### src/hdlc_pkg.sv
// Shared constants, types and the CRC-16 byte update for the HDLC framer.
// No dependencies.
package hdlc_pkg;

	localparam logic [7:0]  FLAG_BYTE = 8'h7E;
	localparam logic [7:0]  ESC_BYTE  = 8'h7D;
	localparam logic [7:0]  ESC_XOR   = 8'h20;
	localparam logic [15:0] CRC_POLY  = 16'h1021;

	// Position of the framer inside the bytes caused by one request.
	typedef enum logic [5:0] {
		SEG_OPEN  = 6'b000001,
		SEG_ADDR  = 6'b000010,
		SEG_DATA  = 6'b000100,
		SEG_CRCL  = 6'b001000,
		SEG_CRCH  = 6'b010000,
		SEG_CLOSE = 6'b100000
	} seg_t;

	// MSB-first CRC-16, no reflection.
	function automatic logic [15:0] crc_byte(input logic [15:0] crc, input logic [7:0] b);
		logic [15:0] c;
		c = crc ^ {b, 8'h00};
		for (int k = 0; k < 8; k++) begin
			if (c[15]) begin
				c = {c[14:0], 1'b0} ^ CRC_POLY;
			end else begin
				c = {c[14:0], 1'b0};
			end
		end
		return c;
	endfunction

endpackage

### src/hdlc_frame_transmitter_crc16_top.sv
// HDLC framer top level: flags, address, byte stuffing and CRC-16 trailer.
// Depends on hdlc_pkg.
//
// The first line byte of a request passes through the request stage, then the output register.
// Throughput: one line byte per cycle while out_ready is high, set by the single
// output byte register; a request causes 1 to 10 line bytes.
// A new request is taken in the cycle its predecessor hands over its last byte.
// Reset (arst_n low, asynchronous): no frame open, CRC zero, address zero, no output.
module hdlc_frame_transmitter_crc16_top (
	input  logic       clk,
	input  logic       arst_n,
	// configuration write channel
	input  logic       cfg_valid,
	output logic       cfg_ready,
	input  logic [7:0] station_address,
	// request channel
	input  logic       in_valid,
	output logic       in_ready,
	input  logic [7:0] data_byte,
	input  logic       frame_last,
	// line byte channel
	output logic       out_valid,
	input  logic       out_ready,
	output logic [7:0] line_byte,
	output logic       run_last,
	output logic       frame_done
);
	import hdlc_pkg::*;

	// Configuration: the address and its CRC contribution, computed at write time.
	logic [7:0]  addr_q;
	logic [15:0] addr_crc_q;

	// Frame state.
	logic [15:0] crc_q;
	logic        inside_q;

	// Request held while its line bytes are sent out.
	logic        item_valid_s1;
	logic [7:0]  data_s1;
	logic        last_s1;
	logic [7:0]  addr_s1;
	logic [15:0] crc_s1;
	seg_t        seg_s1;
	logic        esc_s1;   // second half of an escape pair is pending

	// Output register.
	logic        out_valid_q;
	logic [7:0]  line_byte_q;
	logic        run_last_q;
	logic        frame_done_q;

	logic        in_fire;
	logic        load;
	logic [15:0] crc_next;
	logic [7:0]  raw_byte;
	logic        stuffable;
	logic        needs_esc;
	logic [7:0]  emit_byte;
	logic        byte_done;
	logic        item_end;
	seg_t        seg_next;

	assign cfg_ready = 1'b1;

	// Move the next byte into the output register whenever it is free or drained.
	assign load     = item_valid_s1 && (!out_valid_q || out_ready);
	assign in_ready = !item_valid_s1 || (load && item_end);
	assign in_fire  = in_valid && in_ready;

	// Continue the open frame, or start from the address CRC for a new one.
	assign crc_next = crc_byte(inside_q ? crc_q : addr_crc_q, data_byte);

	// Pick the raw byte for the current position.
	always_comb begin
		raw_byte  = data_s1;
		stuffable = 1'b1;
		seg_next  = SEG_DATA;
		unique case (seg_s1)
			SEG_OPEN: begin
				raw_byte  = FLAG_BYTE;
				stuffable = 1'b0;
				seg_next  = SEG_ADDR;
			end
			SEG_ADDR: begin
				raw_byte = addr_s1;
				seg_next = SEG_DATA;
			end
			SEG_DATA: begin
				raw_byte = data_s1;
				seg_next = SEG_CRCL;
			end
			SEG_CRCL: begin
				raw_byte = crc_s1[7:0];
				seg_next = SEG_CRCH;
			end
			SEG_CRCH: begin
				raw_byte = crc_s1[15:8];
				seg_next = SEG_CLOSE;
			end
			SEG_CLOSE: begin
				raw_byte  = FLAG_BYTE;
				stuffable = 1'b0;
				seg_next  = SEG_CLOSE;
			end
			default: begin
				raw_byte  = data_s1;
				stuffable = 1'b1;
				seg_next  = SEG_DATA;
			end
		endcase
	end

	// Escape flag and escape bytes: send 7D, then the byte with bit 5 flipped.
	assign needs_esc = stuffable && (raw_byte == FLAG_BYTE || raw_byte == ESC_BYTE);
	assign emit_byte = esc_s1 ? (raw_byte ^ ESC_XOR) : (needs_esc ? ESC_BYTE : raw_byte);
	assign byte_done = !needs_esc || esc_s1;
	assign item_end  = byte_done &&
		(seg_s1 == SEG_CLOSE || (seg_s1 == SEG_DATA && !last_s1));

	// Configuration register; takes effect at the next frame opening.
	always_ff @(posedge clk or negedge arst_n) begin
		if (!arst_n) begin
			addr_q     <= '0;
			addr_crc_q <= '0;
		end else if (cfg_valid && cfg_ready) begin
			addr_q     <= station_address;
			addr_crc_q <= crc_byte(16'h0000, station_address);
		end
	end

	// Frame state advances as each request is accepted.
	always_ff @(posedge clk or negedge arst_n) begin
		if (!arst_n) begin
			crc_q    <= '0;
			inside_q <= 1'b0;
		end else if (in_fire) begin
			crc_q    <= frame_last ? 16'h0000 : crc_next;
			inside_q <= !frame_last;
		end
	end

	// Request stage control.
	always_ff @(posedge clk or negedge arst_n) begin
		if (!arst_n) begin
			item_valid_s1 <= 1'b0;
			seg_s1        <= SEG_OPEN;
			esc_s1        <= 1'b0;
		end else if (in_fire) begin
			item_valid_s1 <= 1'b1;
			seg_s1        <= inside_q ? SEG_DATA : SEG_OPEN;
			esc_s1        <= 1'b0;
		end else if (load) begin
			if (item_end) begin
				item_valid_s1 <= 1'b0;
			end
			if (byte_done) begin
				seg_s1 <= seg_next;
				esc_s1 <= 1'b0;
			end else begin
				esc_s1 <= 1'b1;
			end
		end
	end

	// Request stage payload; hold until the next request.
	always_ff @(posedge clk) begin
		if (in_fire) begin
			data_s1 <= data_byte;
			last_s1 <= frame_last;
			addr_s1 <= addr_q;
			crc_s1  <= crc_next;
		end
	end

	// Output register: hold while stalled, drop valid once taken with nothing behind.
	always_ff @(posedge clk or negedge arst_n) begin
		if (!arst_n) begin
			out_valid_q <= 1'b0;
		end else if (load) begin
			out_valid_q <= 1'b1;
		end else if (out_ready) begin
			out_valid_q <= 1'b0;
		end
	end

	always_ff @(posedge clk) begin
		if (load) begin
			line_byte_q  <= emit_byte;
			run_last_q   <= item_end;
			frame_done_q <= (seg_s1 == SEG_CLOSE);
		end
	end

	assign out_valid  = out_valid_q;
	assign line_byte  = line_byte_q;
	assign run_last   = run_last_q;
	assign frame_done = frame_done_q;

endmodule
### config.mk
export PLATFORM = sky130hd
export DESIGN_NAME = hdlc_frame_transmitter_crc16_top
export DESIGN_NICKNAME = d
export VERILOG_FILES = /design/src/hdlc_pkg.sv /design/src/hdlc_frame_transmitter_crc16_top.sv
export SDC_FILE = /design/constraint.sdc
export NUM_CORES = 1
export LEC_CHECK = 0
export BUFFER_PORTS_ARGS = -buffer_cell sky130_fd_sc_hd__buf_2
export CAP_MARGIN = 40
export CELL_PAD_IN_SITES_DETAIL_PLACEMENT = 0
export CELL_PAD_IN_SITES_GLOBAL_PLACEMENT = 1
export CORE_ASPECT_RATIO = 1.1
export CORE_MARGIN = 1
export CORE_UTILIZATION = 50
export CTS_BUF_LIST = sky130_fd_sc_hd__clkbuf_16
export DETAILED_ROUTE_END_ITERATION = 7
export PLACE_DENSITY_LB_ADDON = 0.1
export SYNTH_ARGS = -nofsm -noshare
export SYNTH_HDL_FRONTEND = slang
export SYNTH_SLANG_ARGS = --single-unit
### constraint.sdc
create_clock -name clk -period 6 [get_ports clk]
set_clock_uncertainty 0.2 [all_clocks]
set_input_delay 0.9 -clock clk [delete_from_list [all_inputs] [get_ports clk]]
set_output_delay 0.9 -clock clk [all_outputs]
set_load 0.02 [all_outputs]
==> results of run 1 <==
## metrics by stage
step / util / total power [uW] / worst slack (ns)
after floorplan: - / 1820 / 2.55
after global placement: 0.541 / 2020 / 2.15
after CTS: 0.593 / 2730 / 1.68
after detailed placement: 0.548 / 2060 / 2.06
after global routing: 0.593 / 2880 / 1.44
final: 0.593 / 2710 / 1.67
## report_power, final
| group | internal [uW] | leakage, uW | switching, uW |
|---|---|---|---|
| clock network | 447 | 0.000175 | 219 |
| logic | 439 | 0.000837 | 618 |
| registers | 873 | 0.000907 | 114 |
## cell usage in the layout (no fill, tap or decap), drive strengths merged, types with 7 or more instances in the layout
| cell | netlist | layout |
|---|---|---|
| clkbuf | 5 | 9 |
| nor2b | 8 | 8 |
| dfrtp | 41 | 41 |
| nand3 | 11 | 11 |
| mux2i | 22 | 22 |
| mux2 | 18 | 18 |
| xor2 | 8 | 8 |
| nor2 | 19 | 19 |
| inv | 15 | 16 |
| xnor2 | 29 | 29 |
| buf | 13 | 35 |
| nand2b | 14 | 14 |
| and3 | 9 | 9 |
| a21oi | 19 | 19 |
| nand2 | 7 | 7 |
| edfxtp | 43 | 43 |
## sequential cells by signal, indices dropped and copies added, names as in the netlist, 6 cells and up
signal and flops:
data_s1 8, line_byte 8, addr_s1 8, addr_crc_q 8, crc_s1 16, crc_q 16
addr_q 8, seg_s1 6
## cell usage after synthesis (2+ instances only)
library cell	number	area, um^2
nor4_1	2	12.5
buf_2	2	10.0
a21o_1	4	30.0
xnor2_1	29	254
buf_4	4	30.0
dfrtp_1	41	1030
nor3_1	2	10.0
or3_4	2	22.5
clkbuf_1	5	18.8
nand3_1	11	55.1
nor4b_4	2	47.6
nand2b_1	14	87.6
inv_1	15	56.3
nor2_1	19	71.3
a21oi_1	19	95.1
nand2_1	7	26.3
a22oi_1	2	15.0
a2111o_1	3	33.8
nand4_1	3	18.8
buf_6	6	67.6
nor2b_1	8	50.1
and2_1	2	12.5
edfxtp_1	43	1290
and3_1	9	56.3
o21ai_0	2	10.0
xor2_1	8	70.1
mux2i_1	22	220
mux2_1	5	56.3
mux2_2	13	146
## metal layers
metal,wire length (um),up-vias,global-route usage
met5,0,-,0
met4,85,0,0.0769
met3,347,6,0.0340
met2,3860,66,0.315
met1,3710,1247,0.300
li1,-,1214,-
## critical path, delay by kind of cell, from the launching register on
family | cells | cell delay (ns)
xor gates and xnor gates | 1 | 0.12
AOI/OAI and AO/OA | 3 | 1.11
and+or+nand+nor | 2 | 0.99
DFF | 1 | 0.48
buffers and inverters | 1 | 0.20
## worst paths after layout
path / slack, ns / startpoint / to / cells after the start
max: 1.67 / seg_s1[2] / in_ready / 7
min: 0.25 / addr_q[7] / addr_s1[7] / 0
max reg2reg: 2.10 / seg_s1[2] / crc_q[3] / 8
min reg2reg: 0.25 / addr_q[7] / addr_s1[7] / 0
max in group asynchronous: 4.63 / arst_n / seg_s1[0] / 2
min in group asynchronous: 0.38 / arst_n / seg_s1[3] / 1
## cell families (layout without fill, tap and decap cells)
logic type / after synthesis / after routing / share of synthesized area
AO/OA/AOI/OAI: 43 / 43 / 0.0812
XOR/XNOR: 37 / 37 / 0.0779
buffers and inverters: 33 / 66 / 0.0448
flip-flops: 85 / 85 / 0.563
multiplexers: 40 / 40 / 0.102
other: 1 / 1 / 0.000902
AND/OR/NAND/NOR: 87 / 87 / 0.130
## layout make-up
| class | instances | area (um^2) |
|---|---|---|
| well taps | 108 | 135 |
| inverters | 15 | 56.3 |
| repair buffers | 35 | 220 |
| clock buffers | 9 | 225 |
| clock inverters | 7 | 136 |
| fillers | 664 | 3250 |
| flip-flops and latches | 85 | 2340 |
| multi-input cells | 208 | 1630 |
==> flow_metrics.py, run 1 <==
metrics = {
    "status": {
        "status": "complete, no violations",
    },
    "route": {
        "routed_wl_um": 7990,
        "via_count": 2533,
        "drt-initial-drc-count": 181,
        "first_pass_iters": 4,
        "drt-vias-per-instance": 5.42,
        "wl_per_cell_um": 17.1,
        "drcViolationCount": 0,
        "ant_nets": 0,
    },
    "global_routing": {
        "grt.overflow.total": 0,
        "grt_max_degree": 58,
        "grt_pass1_vias": 2561,
        "antenna_found_initial": 0,
        "grt_pass1_wl_um": 13300,
        "grt_util_all_layers": 0.208,
    },
    "logic_synthesis": {
        "synth_ff_type": "edfxtp_1",
        "syn_inst": 326,
        "synth-edff-count": 43,
        "ys.warnings.count": 0,
        "synth.net_count": 348,
        "synth_seq_cells": 85,
        "async_flop_share": 0.494,
        "syn_area_per_cell_um2": 12.8,
        "synth_cell_type_count": 51,
        "ys_seq_area_frac": 0.563,
        "synth_area_um2": 4160,
    },
    "clock_tree": {
        "post-cts-setup-buffers": 0,
        "cts.clk_slew.worst_paths_ns": 0.06,
        "numCtsBuffers": 9,
        "cts_resized": 0,
        "cts_tree": "done",
        "ctsHtreeMaxLevel": 3,
        "cts.path.max_buffers": 2,
        "clock_sinks": 85,
        "clk-insertion-delay-late_ns": 0.33,
        "holdBufCountCts": 0,
        "cts-root-buf": "clkbuf_16",
    },
    "setup_path": {
        "critPathLaunchType": "flip-flop",
        "critPathMaxFanout": 15,
        "cp.required_ns": 4.90,
        "critical_path.cell_chain": "nor2_1, and2_1, a221o_2, xnor2_1, a2111oi_4, o21ai_2, buf_2",
        "max_stage_delay_ns": 0.73,
        "endpoint_kind": "primary output",
        "cp_data_arrival_time_ns": 3.23,
        "critPathSlowestCell": "a2111oi_4",
        "crit_type": "reg2out",
    },
    "power_and_ir_drop": {
        "leakagePower_uw": 0.00192,
        "irDropWorstVdd_mv": 0.269,
        "powerDensity_nw_per_um2": 571,
    },
    "finish": {
        "instances_no_fill": 467,
        "final_area_um2": 4750,
        "drive_gt1_frac": 0.212,
        "fin_nets": 376,
        "diodes": 0,
        "syn_to_final_growth_pct": 14.1,
    },
    "sta": {
        "whs_ns": 0.248,
        "final.setup.tns_ns": 0,
        "tightest_slew_ns": 0.823,
        "relSlewSlack": 0.449,
        "finalCritPeriodShare": 0.722,
        "hold_violations": 0,
        "report.final.slew_viol_count": 0,
        "max_freq_mhz": 231,
        "rsz0062_at_grt": "no",
        "min_period_ns": 4.33,
        "setup_viol": 0,
    },
    "floorplan": {
        "core_area_um2": 8000,
        "die_h_um": 97.7,
        "die_x_um": 89.0,
        "initial_core_util": 0.520,
        "die_area_um2": 8690,
        "io_pins": 35,
        "row_count": 34,
    },
    "placed_design": {
        "placed_cell_area_um2": 4380,
        "portBuffers": 33,
        "dp_cells": 451,
        "place.gp.congestion": 0.775,
        "post-dp-hpwl_um": 5810,
    },
    "worst_hold_path": {
        "hold_class": "reg2reg",
    },
    "flow_run": {
        "max_cap_violations": 0,
    },
}
Power figures use the tool's default switching activity.
==> run 2: changes to the inputs <==
Settings changed: CORE_UTILIZATION 50 to 44.
Clock period 6 ns to 3.58 ns, I/O delays scaled along.
==> run 2 against run 1 <==
- wire length increased by 6.5%
- setup slack got worse by 1.6 ns
- via count decreased by 0.16%
- critical path type unchanged
- critical endpoint unchanged
==> flow_metrics.py, run 2 (synthesis gave the netlist of run 1 again) <==
metrics = {
    "setup_path": {
        "endpoint_kind": "primary output",
        "rrSetupSlack_ns": 0.26,
        "rr_worst_depth": 8,
        "cp.required_ns": 2.84,
        "crit_type": "reg2out",
        "cp_data_arrival_time_ns": 2.73,
        "cp_num_buf_inv": 2,
        "critPathMaxFanout": 6,
        "critPathSlowestCell": "dfstp_2",
        "crit_family": "compound AO/OA/AOI/OAI gates",
        "r2r_end": "data_s1[6]",
        "max_stage_delay_ns": 0.64,
        "critPathLaunchType": "flip-flop",
        "r2r_start": "seg_s1[3]",
        "critical_path.cell_chain": "buf_4, nor4b_4, and2_4, a221o_2, xnor2_1, a2111oi_4, o21ai_2, buf_2",
    },
    "worst_hold_path": {
        "whs_path_depth": 1,
        "hp-start": "data_byte[4]",
        "min_to": "data_s1[4]",
        "hold_class": "in2reg",
    },
    "clock_tree": {
        "cts.clk_slew.worst_paths_ns": 0.07,
        "cts_tree": "done",
        "cts.path.max_buffers": 2,
        "clk-insertion-delay-late_ns": 0.33,
        "numCtsBuffers": 9,
        "ctsHtreeMaxLevel": 3,
        "cts-root-buf": "clkbuf_16",
        "clock_sinks": 85,
    },
    "placed_design": {
        "place.gp.congestion": 0.825,
        "portBuffers": 33,
        "dp_cells": 467,
        "post-dp-hpwl_um": 6300,
    },
    "sta": {
        "hold_violations": 0,
        "setup_viol": 0,
        "report.final.slew_viol_count": 0,
        "relSlewSlack": 0.477,
        "final.setup.tns_ns": 0,
        "tightest_slew_ns": 0.785,
        "max_freq_mhz": 288,
        "min_period_ns": 3.47,
        "rsz0062_at_grt": "no",
        "finalCritPeriodShare": 0.968,
    },
    "route": {
        "drcViolationCount": 0,
        "first_pass_iters": 4,
        "ant_nets": 0,
        "routed_wl_um": 8520,
        "wl_per_cell_um": 17.5,
        "via_count": 2529,
        "drt-initial-drc-count": 102,
        "drt-vias-per-instance": 5.19,
    },
    "finish": {
        "syn_to_final_growth_pct": 15.0,
        "reg_top3": "crc_q (16), crc_s1 (16)",
        "diodes": 0,
        "fin_nets": 390,
        "final_common_cell": "edfxtp_1",
        "drive_gt1_frac": 0.255,
        "final_cell_mix": "edfxtp_1 (43), dfrtp_1 (40), buf_2 (33)",
        "fillCellCount": 806,
        "instances_no_fill": 487,
    },
    "global_routing": {
        "grt_pass1_vias": 2497,
        "antenna_found_initial": 0,
        "grt_max_degree": 35,
        "grt.overflow.total": 0,
        "grt_pass1_wl_um": 13800,
        "grt_util_all_layers": 0.185,
    },
    "floorplan": {
        "core_area_um2": 9010,
        "die_x_um": 94.7,
        "row_count": 36,
        "io_pins": 35,
        "initial_core_util": 0.462,
        "die_area_um2": 9850,
        "die_h_um": 104,
    },
    "power_and_ir_drop": {
        "powerDensity_nw_per_um2": 923,
        "leakagePower_uw": 0.00195,
        "irDropWorstVdd_mv": 0.298,
    },
    "status": {
        "status": "complete, no violations",
    },
    "flow_run": {
        "max_cap_violations": 0,
    },
}
==> run 2: how the worst max path moves through the flow <==
stage	endpoint	cells after the start	start	slack, ns
CTS	in_ready	7	seg_s1[0]	0.02
global route	in_ready	7	seg_s1[5]	0.007
floorplan	addr_s1[0]	11	seg_s1[2]	0.15
global placement	data_s1[2]	8	seg_s1[3]	0.20
detailed placement	data_s1[6]	8	seg_s1[3]	0.14
finish	in_ready	8	seg_s1[0]	0.11
==> run 2: per-stage QoR <==
stage	total power, uW	cell area (um^2)	hold WS [ns]	setup WS, ns	util
2_1_floorplan	3060	4160	0.0414	0.150	-
3_3_place_gp	3510	4430	0.240	0.202	0.492
3_5_place_dp	3530	4450	0.223	0.139	0.494
4_1_cts	4410	4750	0.202	0.0180	0.527
5_1_grt	4700	4780	0.199	0.00661	0.531
6_report	4420	4780	0.203	0.113	0.531
==> run 2: layout make-up <==
cell class | count | area [um^2] | area share
timing repair buffer | 49 | 325 | 0.0680
clock inverter | 7 | 48.8 | 0.0102
inverter | 15 | 56.3 | 0.0118
sequential | 85 | 2340 | 0.490
clock buffer | 9 | 225 | 0.0471
multi-input combinational | 208 | 1640 | 0.343
tap | 114 | 143 | 0.0298
==> run 2: routing by layer <==
metal,vias up,GRT usage,part of all wire
met3,12,0.0292,0.037
li1,1250,-,-
met4,0,0.0617,0.017
met2,53,0.279,0.46
met5,-,0,0
met1,1214,0.270,0.49
==> run 2: where the power goes <==
part           internal [uW]  switching (uW)  leakage [uW]
Combinational            800            1080      0.000908
Clock                    474             399      0.000136
Sequential              1460             206      0.000905
==> run 2: timing repair <==
| action | in CTS | in global routing |
|---|---|---|
| endpoints found under the setup margin | 1 | 1 |
| resized for setup | 3 | 2 |
| buffers inserted | 0 | 3 |
| hold endpoints to repair | 8 | 0 |
| pin swaps | 1 | 2 |
| hold buffers | 1 | 0 |
==> run 3: changes to the inputs <==
--- a/config.mk
+++ b/config.mk
@@ -12,5 +12,5 @@
 export CORE_ASPECT_RATIO = 1.1
 export CORE_MARGIN = 1
-export CORE_UTILIZATION = 44
+export CORE_UTILIZATION = 49
 export CTS_BUF_LIST = sky130_fd_sc_hd__clkbuf_16
 export DETAILED_ROUTE_END_ITERATION = 7
==> constraint.sdc (replaced) <==
create_clock -name clk -period 3.3 [get_ports clk]
set_clock_uncertainty 0.2 [all_clocks]
set_input_delay 0.495 -clock clk [delete_from_list [all_inputs] [get_ports clk]]
set_output_delay 0.495 -clock clk [all_outputs]
set_load 0.1 [all_outputs]
==> run 3 against run 2 <==
- largest power group unchanged
- global-route usage up 2.5 points
- worst hold slack worse by 0.030 ns
- setup slack worse by 0.13 ns
- final area up 2.6%
- sequential power up 8%
- the run now ends with negative setup slack left
- non-clock buffer count up 16
==> flow_metrics.py, run 3 (synthesis gave the netlist of run 1 again) <==
metrics = {
    "status": {
        "status": "finished, violations left",
        "violations": "negative setup slack",
    },
    "finish": {
        "syn_to_final_growth_pct": 18.0,
        "final_common_cell": "edfxtp_1",
        "drive_gt1_frac": 0.296,
        "final_cell_mix": "edfxtp_1 (43), dfrtp_1 (37), buf_2 (32)",
        "diodes": 0,
        "final_area_um2": 4910,
        "fin_nets": 406,
        "reg_top3": "crc_q (16), crc_s1 (16)",
        "instances_no_fill": 497,
    },
    "route": {
        "wl_per_cell_um": 16.9,
        "ant_nets": 0,
        "routed_wl_um": 8410,
        "via_count": 2629,
        "drcViolationCount": 0,
        "first_pass_iters": 4,
        "drt-initial-drc-count": 107,
        "drt-vias-per-instance": 5.29,
    },
    "clock_tree": {
        "numCtsBuffers": 9,
        "cts.clk_slew.worst_paths_ns": 0.06,
        "clk-insertion-delay-late_ns": 0.33,
        "cts-root-buf": "clkbuf_16",
        "ctsHtreeMaxLevel": 3,
        "cts_tree": "done",
        "clock_sinks": 85,
        "cts.path.max_buffers": 2,
    },
    "sta": {
        "setup_viol": 1,
        "max_freq_mhz": 301,
        "tightest_slew_ns": 0.633,
        "finalCritPeriodShare": 1.01,
        "relSlewSlack": 0.578,
        "setup_ws_ns": -0.0177,
        "hold_violations": 0,
        "min_period_ns": 3.32,
        "report.final.slew_viol_count": 0,
        "rsz0062_at_grt": "yes",
    },
    "worst_hold_path": {
        "hold_class": "in2reg",
    },
    "floorplan": {
        "core_area_um2": 8080,
        "die_area_um2": 8860,
        "initial_core_util": 0.515,
        "die_x_um": 89.8,
        "die_h_um": 98.6,
        "io_pins": 35,
        "row_count": 34,
    },
    "power_and_ir_drop": {
        "leakagePower_uw": 0.00202,
        "irDropWorstVdd_mv": 0.392,
        "powerDensity_nw_per_um2": 1080,
    },
    "setup_path": {
        "endpoint_kind": "primary output",
        "critPathMaxFanout": 5,
        "critPathSlowestCell": "dfstp_2",
        "critical_path.cell_chain": "buf_4, nor4b_4, buf_4, and3_1, a2111o_1, a22oi_2, a2111oi_4, buf_4, o21ai_4, buf_12",
        "cpMostUsedCell": "buf_4",
        "crit_type": "reg2out",
        "max_stage_delay_ns": 0.56,
        "cp_data_arrival_time_ns": 2.62,
        "critPathLaunchType": "flip-flop",
        "cp.required_ns": 2.60,
    },
    "placed_design": {
        "dp_cells": 470,
        "post-dp-hpwl_um": 6240,
        "place.gp.congestion": 0.844,
        "placed_cell_area_um2": 4520,
        "portBuffers": 33,
    },
    "global_routing": {
        "use_met2": 0.350,
        "busiest_layer": "met2",
        "antenna_found_initial": 0,
        "grt_max_degree": 26,
        "grt_pass1_vias": 2681,
        "met1_usage": 0.273,
        "grt_util_all_layers": 0.210,
        "grt.overflow.total": 0,
        "met3_usage": 0.0440,
        "grt_pass1_wl_um": 14100,
    },
    "flow_run": {
        "max_cap_violations": 0,
    },
}
-- run 3: repair_timing --
item	in CTS	in global routing
setup endpoints to repair	1	37
pin swaps	6	1
setup buffers	10	0
gates resized for setup	12	1
hold buffers	1	0
endpoints found under the hold margin	16	0
-- run 3: final timing paths --
kind / slack, ns / from / cells past startpoint / to
hold reg to reg: 0.26 / addr_q[3] / 0 / addr_s1[3]
setup reg to reg: 0.05 / seg_s1[0] / 11 / crc_s1[5]
setup / recovery: -0.02 / seg_s1[0] / 10 / in_ready
hold / removal: 0.17 / data_byte[0] / 1 / data_s1[0]
max in group asynchronous: 1.93 / arst_n / 3 / addr_crc_q[5]
min in group asynchronous: 0.47 / arst_n / 2 / seg_s1[5]
-- run 3: final cells by class --
class | instances | area, um^2
inverters | 15 | 56.3
clock inverters | 7 | 42.5
fillers | 690 | 3180
clock buffers | 9 | 225
repair buffers | 65 | 435
well taps | 108 | 135
multi-input cells | 208 | 1660
flip-flops and latches | 85 | 2350
-- run 3: layer usage --
layer | up-vias | wire (um)
met5 | - | 0
met4 | 0 | 169
met3 | 14 | 306
met2 | 56 | 4080
met1 | 1286 | 3850
li1 | 1273 | -
-- run 3: worst max-delay path: cells and delay by family, from the launching register on --
| kind | cells | cell delay, ns |
|---|---|---|
| simple gates | 2 | 0.22 |
| compound gates | 4 | 0.84 |
| buf+inv | 4 | 0.66 |
| flops | 1 | 0.56 |
-- run 3: power breakdown --
part           internal (uW)  switching [uW]
Clock                    505             408
Sequential              1590             217
Combinational           1000            1580
-- run 3: metrics by stage --
step | util | hold WS (ns) | power (uW) | setup slack (ns) | setup TNS [ns]
2_1_floorplan | - | -0.000591 | 3790 | -0.288 | -14.09
3_3_place_gp | 0.557 | 0.242 | 4270 | 0.0875 | 0
3_5_place_dp | 0.559 | 0.245 | 4300 | 0.0503 | 0
4_1_cts | 0.607 | 0.171 | 5340 | 0.00534 | 0
5_1_grt | 0.607 | 0.163 | 5620 | -0.112 | -2.08
6_report | 0.607 | 0.174 | 5310 | -0.0177 | -0.0177
